## src/rtl/lkvc_pkg.sv

```systemverilog
// Shared sizes, types and codes for the LRU key/value cache.
package lkvc_pkg;

    localparam int DEPTH      = 16;
    localparam int KEY_BITS   = 32;
    localparam int VALUE_BITS = 32;
    localparam int CAP_W      = 5;
    localparam int FAULT_W    = 16;
    localparam int USED_W     = $clog2(DEPTH + 1);

    typedef logic [KEY_BITS-1:0]   t_key;
    typedef logic [VALUE_BITS-1:0] t_value;
    typedef logic [FAULT_W-1:0]    t_fault;
    typedef logic [USED_W-1:0]     t_used;

    typedef enum logic {
        OP_GET = 1'b0,
        OP_SET = 1'b1
    } t_op;

    // broadcast to every cell for the item being accepted
    typedef struct packed {
        logic move;       // shift younger entries down and load the tail
        logic from_head;  // shift starts at the oldest slot (eviction)
        logic append;     // load the first free slot
    } t_cell_cmd;

endpackage

```

## src/rtl/lkvc_cell.sv

```systemverilog
// One slot of the recency chain: key, value, valid and the neighbour ripple.
module lkvc_cell (
    input  logic              i_clk,
    input  logic              i_rst_n,
    input  lkvc_pkg::t_cell_cmd i_cmd,
    input  lkvc_pkg::t_key    i_key,
    input  lkvc_pkg::t_value  i_new_value,
    input  lkvc_pkg::t_key    i_above_key,
    input  lkvc_pkg::t_value  i_above_value,
    input  logic              i_above_valid,
    input  logic              i_below_valid,
    input  logic              i_seen,
    input  lkvc_pkg::t_value  i_rd,
    output logic              o_seen,
    output lkvc_pkg::t_value  o_rd,
    output logic              o_match,
    output lkvc_pkg::t_key    o_key,
    output lkvc_pkg::t_value  o_value,
    output logic              o_valid
);
    import lkvc_pkg::*;

    t_key   r_key;
    t_value r_value;
    logic   r_valid;
    t_key   n_key;
    t_value n_value;
    logic   n_valid;
    logic   w_last;
    logic   w_free;
    logic   w_shift;
    logic   w_load;

    assign o_match = r_valid && (r_key == i_key);
    assign o_seen  = i_seen | o_match;
    assign o_rd    = i_rd | (o_match ? r_value : '0);

    // youngest valid slot, and first empty slot
    assign w_last  = r_valid && !i_above_valid;
    assign w_free  = !r_valid && i_below_valid;

    assign w_shift = i_cmd.move && r_valid && !w_last && (i_cmd.from_head || o_seen);
    assign w_load  = (i_cmd.move && w_last) || (i_cmd.append && w_free);

    always_comb begin
        n_key   = r_key;
        n_value = r_value;
        n_valid = r_valid;
        priority if (w_load) begin
            n_key   = i_key;
            n_value = i_new_value;
            n_valid = 1'b1;
        end else if (w_shift) begin
            n_key   = i_above_key;
            n_value = i_above_value;
        end
    end

    always_ff @(posedge i_clk) begin
        r_key   <= n_key;
        r_value <= n_value;
    end

    always_ff @(posedge i_clk) begin
        if (!i_rst_n) begin
            r_valid <= 1'b0;
        end else begin
            r_valid <= n_valid;
        end
    end

    assign o_key   = r_key;
    assign o_value = r_value;
    assign o_valid = r_valid;

endmodule

```

## src/rtl/lru_key_value_cache.sv

```systemverilog
// Top level of the fully associative LRU key/value cache built from a chain of slots.
//
//  channel  | handshake                 | payload
//  ---------+---------------------------+-----------------------------------------------
//  request  | i_valid / o_stall         | i_op, i_key, i_value
//  result   | o_valid / i_stall         | o_hit, o_read_value, o_evicted,
//           |                           | o_fault_count, o_entries_used
//  config   | i_cfg_valid / o_cfg_ready | i_cfg_data (capacity)
//
// One item per cycle while o_stall is low: the key is compared in every slot at once
// and the recency shift ripples through the slot chain within the accepting cycle.
// The result is held in the output register from the cycle after acceptance.
// A stalled result holds the request side only while the output register is full.
// Synchronous active-low reset empties all slots, clears the fault count and
// sets capacity to the full depth.
module lru_key_value_cache (
    input  logic                       i_clk,
    input  logic                       i_rst_n,
    input  logic                       i_valid,
    output logic                       o_stall,
    input  logic                       i_op,
    input  lkvc_pkg::t_key             i_key,
    input  lkvc_pkg::t_value           i_value,
    output logic                       o_valid,
    input  logic                       i_stall,
    output logic                       o_hit,
    output lkvc_pkg::t_value           o_read_value,
    output logic                       o_evicted,
    output lkvc_pkg::t_fault           o_fault_count,
    output logic [lkvc_pkg::CAP_W-1:0] o_entries_used,
    input  logic                       i_cfg_valid,
    output logic                       o_cfg_ready,
    input  logic [lkvc_pkg::CAP_W-1:0] i_cfg_data
);
    import lkvc_pkg::*;

    t_used      r_cap;
    t_used      r_used;
    t_fault     r_faults;
    logic       r_out_valid;
    logic       r_hit;
    t_value     r_rd;
    logic       r_evicted;

    t_used      n_cap;
    t_used      n_used;
    t_fault     n_faults;

    logic       w_accept;
    logic       w_hit;
    logic       w_set;
    logic       w_full;
    logic       w_set_miss;
    t_value     w_new_value;
    t_cell_cmd  w_cmd;

    logic [DEPTH:0]   w_seen;
    t_value           w_rd [DEPTH+1];
    logic [DEPTH-1:0] w_match;
    logic [DEPTH-1:0] w_valid;
    t_key             w_key [DEPTH];
    t_value           w_val [DEPTH];

    assign o_stall     = r_out_valid && i_stall;
    assign w_accept    = i_valid && !o_stall;
    assign o_cfg_ready = 1'b1;

    assign w_hit      = w_seen[DEPTH];
    assign w_set      = (t_op'(i_op) == OP_SET);
    assign w_full     = (r_used >= r_cap);
    assign w_set_miss = w_set && !w_hit;

    assign w_cmd.move      = w_accept && (w_hit || (w_set_miss && w_full));
    assign w_cmd.from_head = !w_hit;
    assign w_cmd.append    = w_accept && w_set_miss && !w_full;

    assign w_new_value = (w_hit && !w_set) ? w_rd[DEPTH] : i_value;

    assign w_seen[0] = 1'b0;
    assign w_rd[0]   = '0;

    for (genvar g = 0; g < DEPTH; g++) begin : g_cell
        logic   w_above_valid;
        logic   w_below_valid;
        t_key   w_above_key;
        t_value w_above_value;

        if (g == DEPTH - 1) begin : g_top
            assign w_above_valid = 1'b0;
            assign w_above_key   = '0;
            assign w_above_value = '0;
        end else begin : g_mid
            assign w_above_valid = w_valid[g+1];
            assign w_above_key   = w_key[g+1];
            assign w_above_value = w_val[g+1];
        end

        if (g == 0) begin : g_head
            assign w_below_valid = 1'b1;
        end else begin : g_rest
            assign w_below_valid = w_valid[g-1];
        end

        lkvc_cell u_cell (
            .i_clk         (i_clk),
            .i_rst_n       (i_rst_n),
            .i_cmd         (w_cmd),
            .i_key         (i_key),
            .i_new_value   (w_new_value),
            .i_above_key   (w_above_key),
            .i_above_value (w_above_value),
            .i_above_valid (w_above_valid),
            .i_below_valid (w_below_valid),
            .i_seen        (w_seen[g]),
            .i_rd          (w_rd[g]),
            .o_seen        (w_seen[g+1]),
            .o_rd          (w_rd[g+1]),
            .o_match       (w_match[g]),
            .o_key         (w_key[g]),
            .o_value       (w_val[g]),
            .o_valid       (w_valid[g])
        );
    end

    // capacity is clamped to 1..DEPTH when written
    always_comb begin
        n_cap = r_cap;
        if (i_cfg_valid && o_cfg_ready) begin
            priority if (i_cfg_data == '0) begin
                n_cap = t_used'(1);
            end else if (i_cfg_data > CAP_W'(DEPTH)) begin
                n_cap = t_used'(DEPTH);
            end else begin
                n_cap = t_used'(i_cfg_data);
            end
        end
    end

    always_comb begin
        n_used   = r_used;
        n_faults = r_faults;
        if (w_cmd.append) begin
            n_used = r_used + t_used'(1);
        end
        if (w_accept && w_set_miss && (r_faults != '1)) begin
            n_faults = r_faults + t_fault'(1);
        end
    end

    always_ff @(posedge i_clk) begin
        if (!i_rst_n) begin
            r_cap       <= t_used'(DEPTH);
            r_used      <= '0;
            r_faults    <= '0;
            r_out_valid <= 1'b0;
        end else begin
            r_cap    <= n_cap;
            r_used   <= n_used;
            r_faults <= n_faults;
            if (w_accept) begin
                r_out_valid <= 1'b1;
            end else if (!i_stall) begin
                r_out_valid <= 1'b0;
            end
        end
    end

    always_ff @(posedge i_clk) begin
        if (w_accept) begin
            r_hit     <= w_hit;
            r_rd      <= (w_hit && !w_set) ? w_rd[DEPTH] : '0;
            r_evicted <= w_set_miss && w_full;
        end
    end

    assign o_valid        = r_out_valid;
    assign o_hit          = r_hit;
    assign o_read_value   = r_rd;
    assign o_evicted      = r_evicted;
    assign o_fault_count  = r_faults;
    assign o_entries_used = CAP_W'(r_used);

    a_used_bound: assert property (@(posedge i_clk) disable iff (!i_rst_n)
        r_used <= t_used'(DEPTH))
        else $error("entry count beyond depth");

    a_packed: assert property (@(posedge i_clk) disable iff (!i_rst_n)
        $countones(w_valid) == int'(r_used) && (w_valid >> r_used) == '0)
        else $error("valid slots not a packed prefix of the entry count");

    a_unique_key: assert property (@(posedge i_clk) disable iff (!i_rst_n)
        $onehot0(w_match))
        else $error("key stored in more than one slot");

    a_evict_miss: assert property (@(posedge i_clk) disable iff (!i_rst_n)
        o_valid && o_evicted |-> !o_hit)
        else $error("eviction reported on a hit");

    a_append_grows: assert property (@(posedge i_clk) disable iff (!i_rst_n)
        w_cmd.append |=> r_used == $past(r_used) + t_used'(1))
        else $error("append did not grow the entry count");

endmodule

```

## config.mk

```make
export PLATFORM = sky130hd
export DESIGN_NAME = lru_key_value_cache
export DESIGN_NICKNAME = d
export VERILOG_FILES = /design/src/rtl/lkvc_pkg.sv /design/src/rtl/lkvc_cell.sv /design/src/rtl/lru_key_value_cache.sv
export SDC_FILE = /design/constraint.sdc
export NUM_CORES = 2
export LEC_CHECK = 0
export BUFFER_PORTS_ARGS = -buffer_cell sky130_fd_sc_hd__buf_2
export CORE_MARGIN = 1
export CORE_UTILIZATION = 30
export DETAILED_ROUTE_END_ITERATION = 7
export REMOVE_ABC_BUFFERS = 1
export SLEW_MARGIN = 20
export SYNTH_ARGS = -nofsm -noshare
export SYNTH_HDL_FRONTEND = slang
export SYNTH_HIERARCHICAL = 1
export SYNTH_SLANG_ARGS = --single-unit
```

## constraint.sdc

```tcl
create_clock -name i_clk -period 9.9 [get_ports i_clk]
set_input_delay 0.99 -clock i_clk [delete_from_list [all_inputs] [get_ports i_clk]]
set_output_delay 0.99 -clock i_clk [all_outputs]
set_load 0.02 [all_outputs]
```

-- After elaboration in Yosys (flattened, before gate mapping)
Index checks and enable logic that the tools add are counted.
- word-level logic and storage cells: 393
- register bits after elaboration: 1101
- input port bits: 75
- equal/unequal tests: 18
- reductions and logical operators: 202
- order comparisons: 2
- muxes and demuxes: 84
- bitwise logic cells: 30
- add/sub/neg operators: 2
- operator list (operator ; count):
    32-bit 2-to-1 mux ; 80
    32-bit == test ; 16
    32-bit OR ; 15
    1-bit logical AND ; 118
    1-bit logical NOT ; 35
    1-bit logical OR ; 32
    2-bit nonzero test ; 16
    16-bit by 1-bit adder with 16-bit output, second input constant ; 1
    16-bit != test, second input constant ; 1
    1-bit OR ; 15
    5-bit 2-to-1 mux ; 2
    5-bit by 1-bit adder with 5-bit output, second input constant ; 1
    5-bit >= comparator ; 1
    5-bit greater-than comparator, second input constant ; 1
    5-bit logical NOT ; 1
    1-bit 2-to-1 mux ; 2
    2-bit by 1-bit != test with 1-bit output, second input constant ; 1

-- Logic depth before layout (Yosys ltp)
- depth in word-level cells: 27
- gate-level depth with buffers: 29
- depth with buffers taken out: 26

-- Hierarchy
Netlist, hierarchy kept.
- modules (own cells, without submodules) (module ; area each (um^2) ; cells an instance ; times used):
    lkvc_cell ; 3417.0 ; 227 ; 16
    lru_key_value_cache ; 3079.2 ; 278 ; 1

-- Least setup slack after synthesis
OpenSTA, ideal clock, no wires.
- path kind: in2reg
- start point: input i_key[28]
- end point: register g_cell[10].u_cell.r_key[0], enable pin
- setup time: 0.393 ns
- data required time: 9.507 ns
- setup slack: 0.814 ns
- arrival time: 8.693 ns
- cell stages on the path: 28
- cell sequence: xnor2_1 > nand4_1 > nor2_1 > and4b_1 > buf_6 > or2_2 > or2_2 > or2_2 > or2_2 > or2_2 > or2_2 > or2_2 > or2_2 > or2_2 > or2_2 > or2_2 > or2_2 > or2_2 > or2_2 > or2_2 > or2_2 > nor4b_1 > o21ai_1 > inv_1 > nand2_1 > o22ai_1 > buf_2 > o41a_2
- RTL lines (item ; RTL line ; RTL):
    start: declaration ; lru_key_value_cache.sv:22 ; input lkvc_pkg::t_key i_key,
    end signal: assignment ; lkvc_cell.sv:60 ; r_key <= n_key;
    end: declaration ; lkvc_cell.sv:23 ; t_key r_key;

==> summary.txt <==
RSZ-0062 raised after global routing = false
Filler cells = 18270
Cells after synthesis = 3878
Largest vdd supply drop = 0.1757 mV
Number of resized instances in the post-cts repair step = 0
Vias in the first global route = 34450
Actual transition at the worst max-transition pin = 1.094 ns
Top Ports = 133
Reported leakage power = 22.83 nW
Placement Setup Slack = 0.5508 ns
Effective utilization at floorplan = 30.26%
Root Buffer = sky130_fd_sc_hd__clkbuf_16
Switching power total = 2.321 mW
Commonest cells after routing, fill and taps aside = sky130_fd_sc_hd__edfxtp_1, sky130_fd_sc_hd__mux2_2, sky130_fd_sc_hd__xnor2_1
Cell internal pwr = 7.799 mW
Sequential power share = 50.0%
Worst-case clock buffer depth = 3
Switching portion of total power = 22.93%
Outcome = finished, final reports clean
Final RePlAce weighted congestion = 0.7579
Setup fix buffers added after clock tree synthesis = 0
Slowest cell on crit path = sky130_fd_sc_hd__buf_4
Logic pwr share = 4.9%
Slew Limit Fails = 0
First-pass iteration count of the detailed router = 5
Total negative slack for setup checks = 0 ns
Fmax = 114.7 MHz
Maximum fanout along the worst path = 32
Startpoint type of the worst setup path = flip-flop
Clock input transition at the sequential cells of the worst setup and hold paths = 0.06 ns
Fraction of the cycle the final worst path needs = 88.09%
First-pass GRT wire length = 217400 µm
Routed Wire Length = 143300 µm
Final critical path time including I/O delays and setup = 8.721 ns
Number of vias in the routed layout = 32810
Core region area = 190400 µm²
Vertical extent of the die = 440.2 µm
Clock share of power = 45.1%
Final Util = 34.82%
Full die area = 193800 µm²
TritonCTS Buffers = 130
MaxCap Viol Count = 0
CP most frequent cell = sky130_fd_sc_hd__or2_2
Most frequent standard cell in the layout excluding fill and tap cells = sky130_fd_sc_hd__edfxtp_1
Area added between synthesis and finish = 15.06%
Clock Skew = 0.05260 ns
Antenna Nets Post-Route = 0
PD cells = 152.7 nW/µm²
Count of endpoints failing setup in the final report = 0
CTS Hold Buffers Added = 0
Clock sink count = 1101
Via density = 4.832
HPWL after detailed placement = 92930 µm
Synthesized cell area = 57610 µm²
CTS tree = built
Layout cell share with drive strength beyond 1 = 37.11%
Count of buffers from port buffering = 131
Sum of internal, switching and leakage power = 10.12 mW
Maximum number of pins on one net before global-route repair = 65
Clk_lat worst skew = 0.80 ns
# nets final = 4257
Antenna violations before repair = 8
Number of levels the H-tree was split into = 4
Violation count after the first detailed-route iteration = 2035
WHS = 0.4505 ns
Bufs and invs on worst path = 3
Max stage delay on crit path = 0.41 ns
Average wire per cell in the routed design = 21.10 µm
Average instance area after synthesis = 14.86 µm²
Width of the die = 440.2 µm
Family with the most delay on the worst path = simple AND/OR/NAND/NOR gates
Least setup slack across all paths after layout = 1.179 ns
Critical Path AT = 9.25 ns
Row count = 160
Worst slew margin relative to its limit = 27.08%
Total routing resource utilization after global routing = 14.73%
Yosys warnings = 6
Critical path start-end classification = reg2reg
Path category of the worst min-delay check = in2reg
Required time at the worst-slack endpoint = 10.43 ns
GRT overflow = 0
Setup crit end kind = flip-flop
Number of design rule violations left after detail routing = 0
Fin. Hold Viols = 0
## sequential cells by signal, indices dropped and copies added (netlist names)
name,count
o_valid,1
o_fault_count,16
o_read_value,32
g_cell.u_cell/o_valid,16
g_cell.u_cell/o_key,512
r_cap,5
g_cell.u_cell/o_value,512
o_hit,1
o_evicted,1
o_entries_used,5
## per-layer routing
layer  track usage, %  wire length, µm
met2            24.62            69000
met4            4.575             3739
met5                0               13
met1            19.50            65430
met3            2.244             5090
## path summary, 6_finish.rpt
check,from,slack [ns],endpoint,cells after the start
worst max-delay path,g_cell[0].u_cell/o_key[15],1.18,g_cell[14].u_cell/o_value[16],28
worst min-delay path,i_valid,0.45,o_valid,2
worst max register to register,g_cell[0].u_cell/o_key[15],1.18,g_cell[14].u_cell/o_value[16],28
worst min register to register,r_cap[0],0.49,r_cap[0],2
## power groups by stage
stage                     Sequential [mW]  Combinational, mW  Clock (mW)
after detailed placement             5.16              0.493           0
after floorplan                      5.17              0.275           0
after global routing                 5.06              0.541        4.89
after CTS                            5.06              0.495        4.71
after global placement               5.16              0.487           0
final                                5.06              0.494        4.56
## per-stage QoR
stage                     instance area (µm²)  instances
after floorplan                         56470       3791
after global placement                  62240       6554
after detailed placement                62240       6554
after CTS                               66280       6787
after global routing                    66280       6787
final                                   66290       6790
## area by class of cell
cell class | count | area, µm² | area share, %
Antenna cell | 3 | 7.507 | 0.01133
Sequential cell | 1101 | 32630 | 49.23
Clock buffer | 165 | 3385 | 5.106
Tap cell | 2511 | 3142 | 4.740
Timing Repair Buffer | 252 | 2252 | 3.398
Clock inverter | 68 | 651.9 | 0.9834
Multi-Input combinational cell | 2677 | 24170 | 36.46
Inverter | 13 | 48.80 | 0.07361
Note: power is estimated with default switching activity, not from simulation.
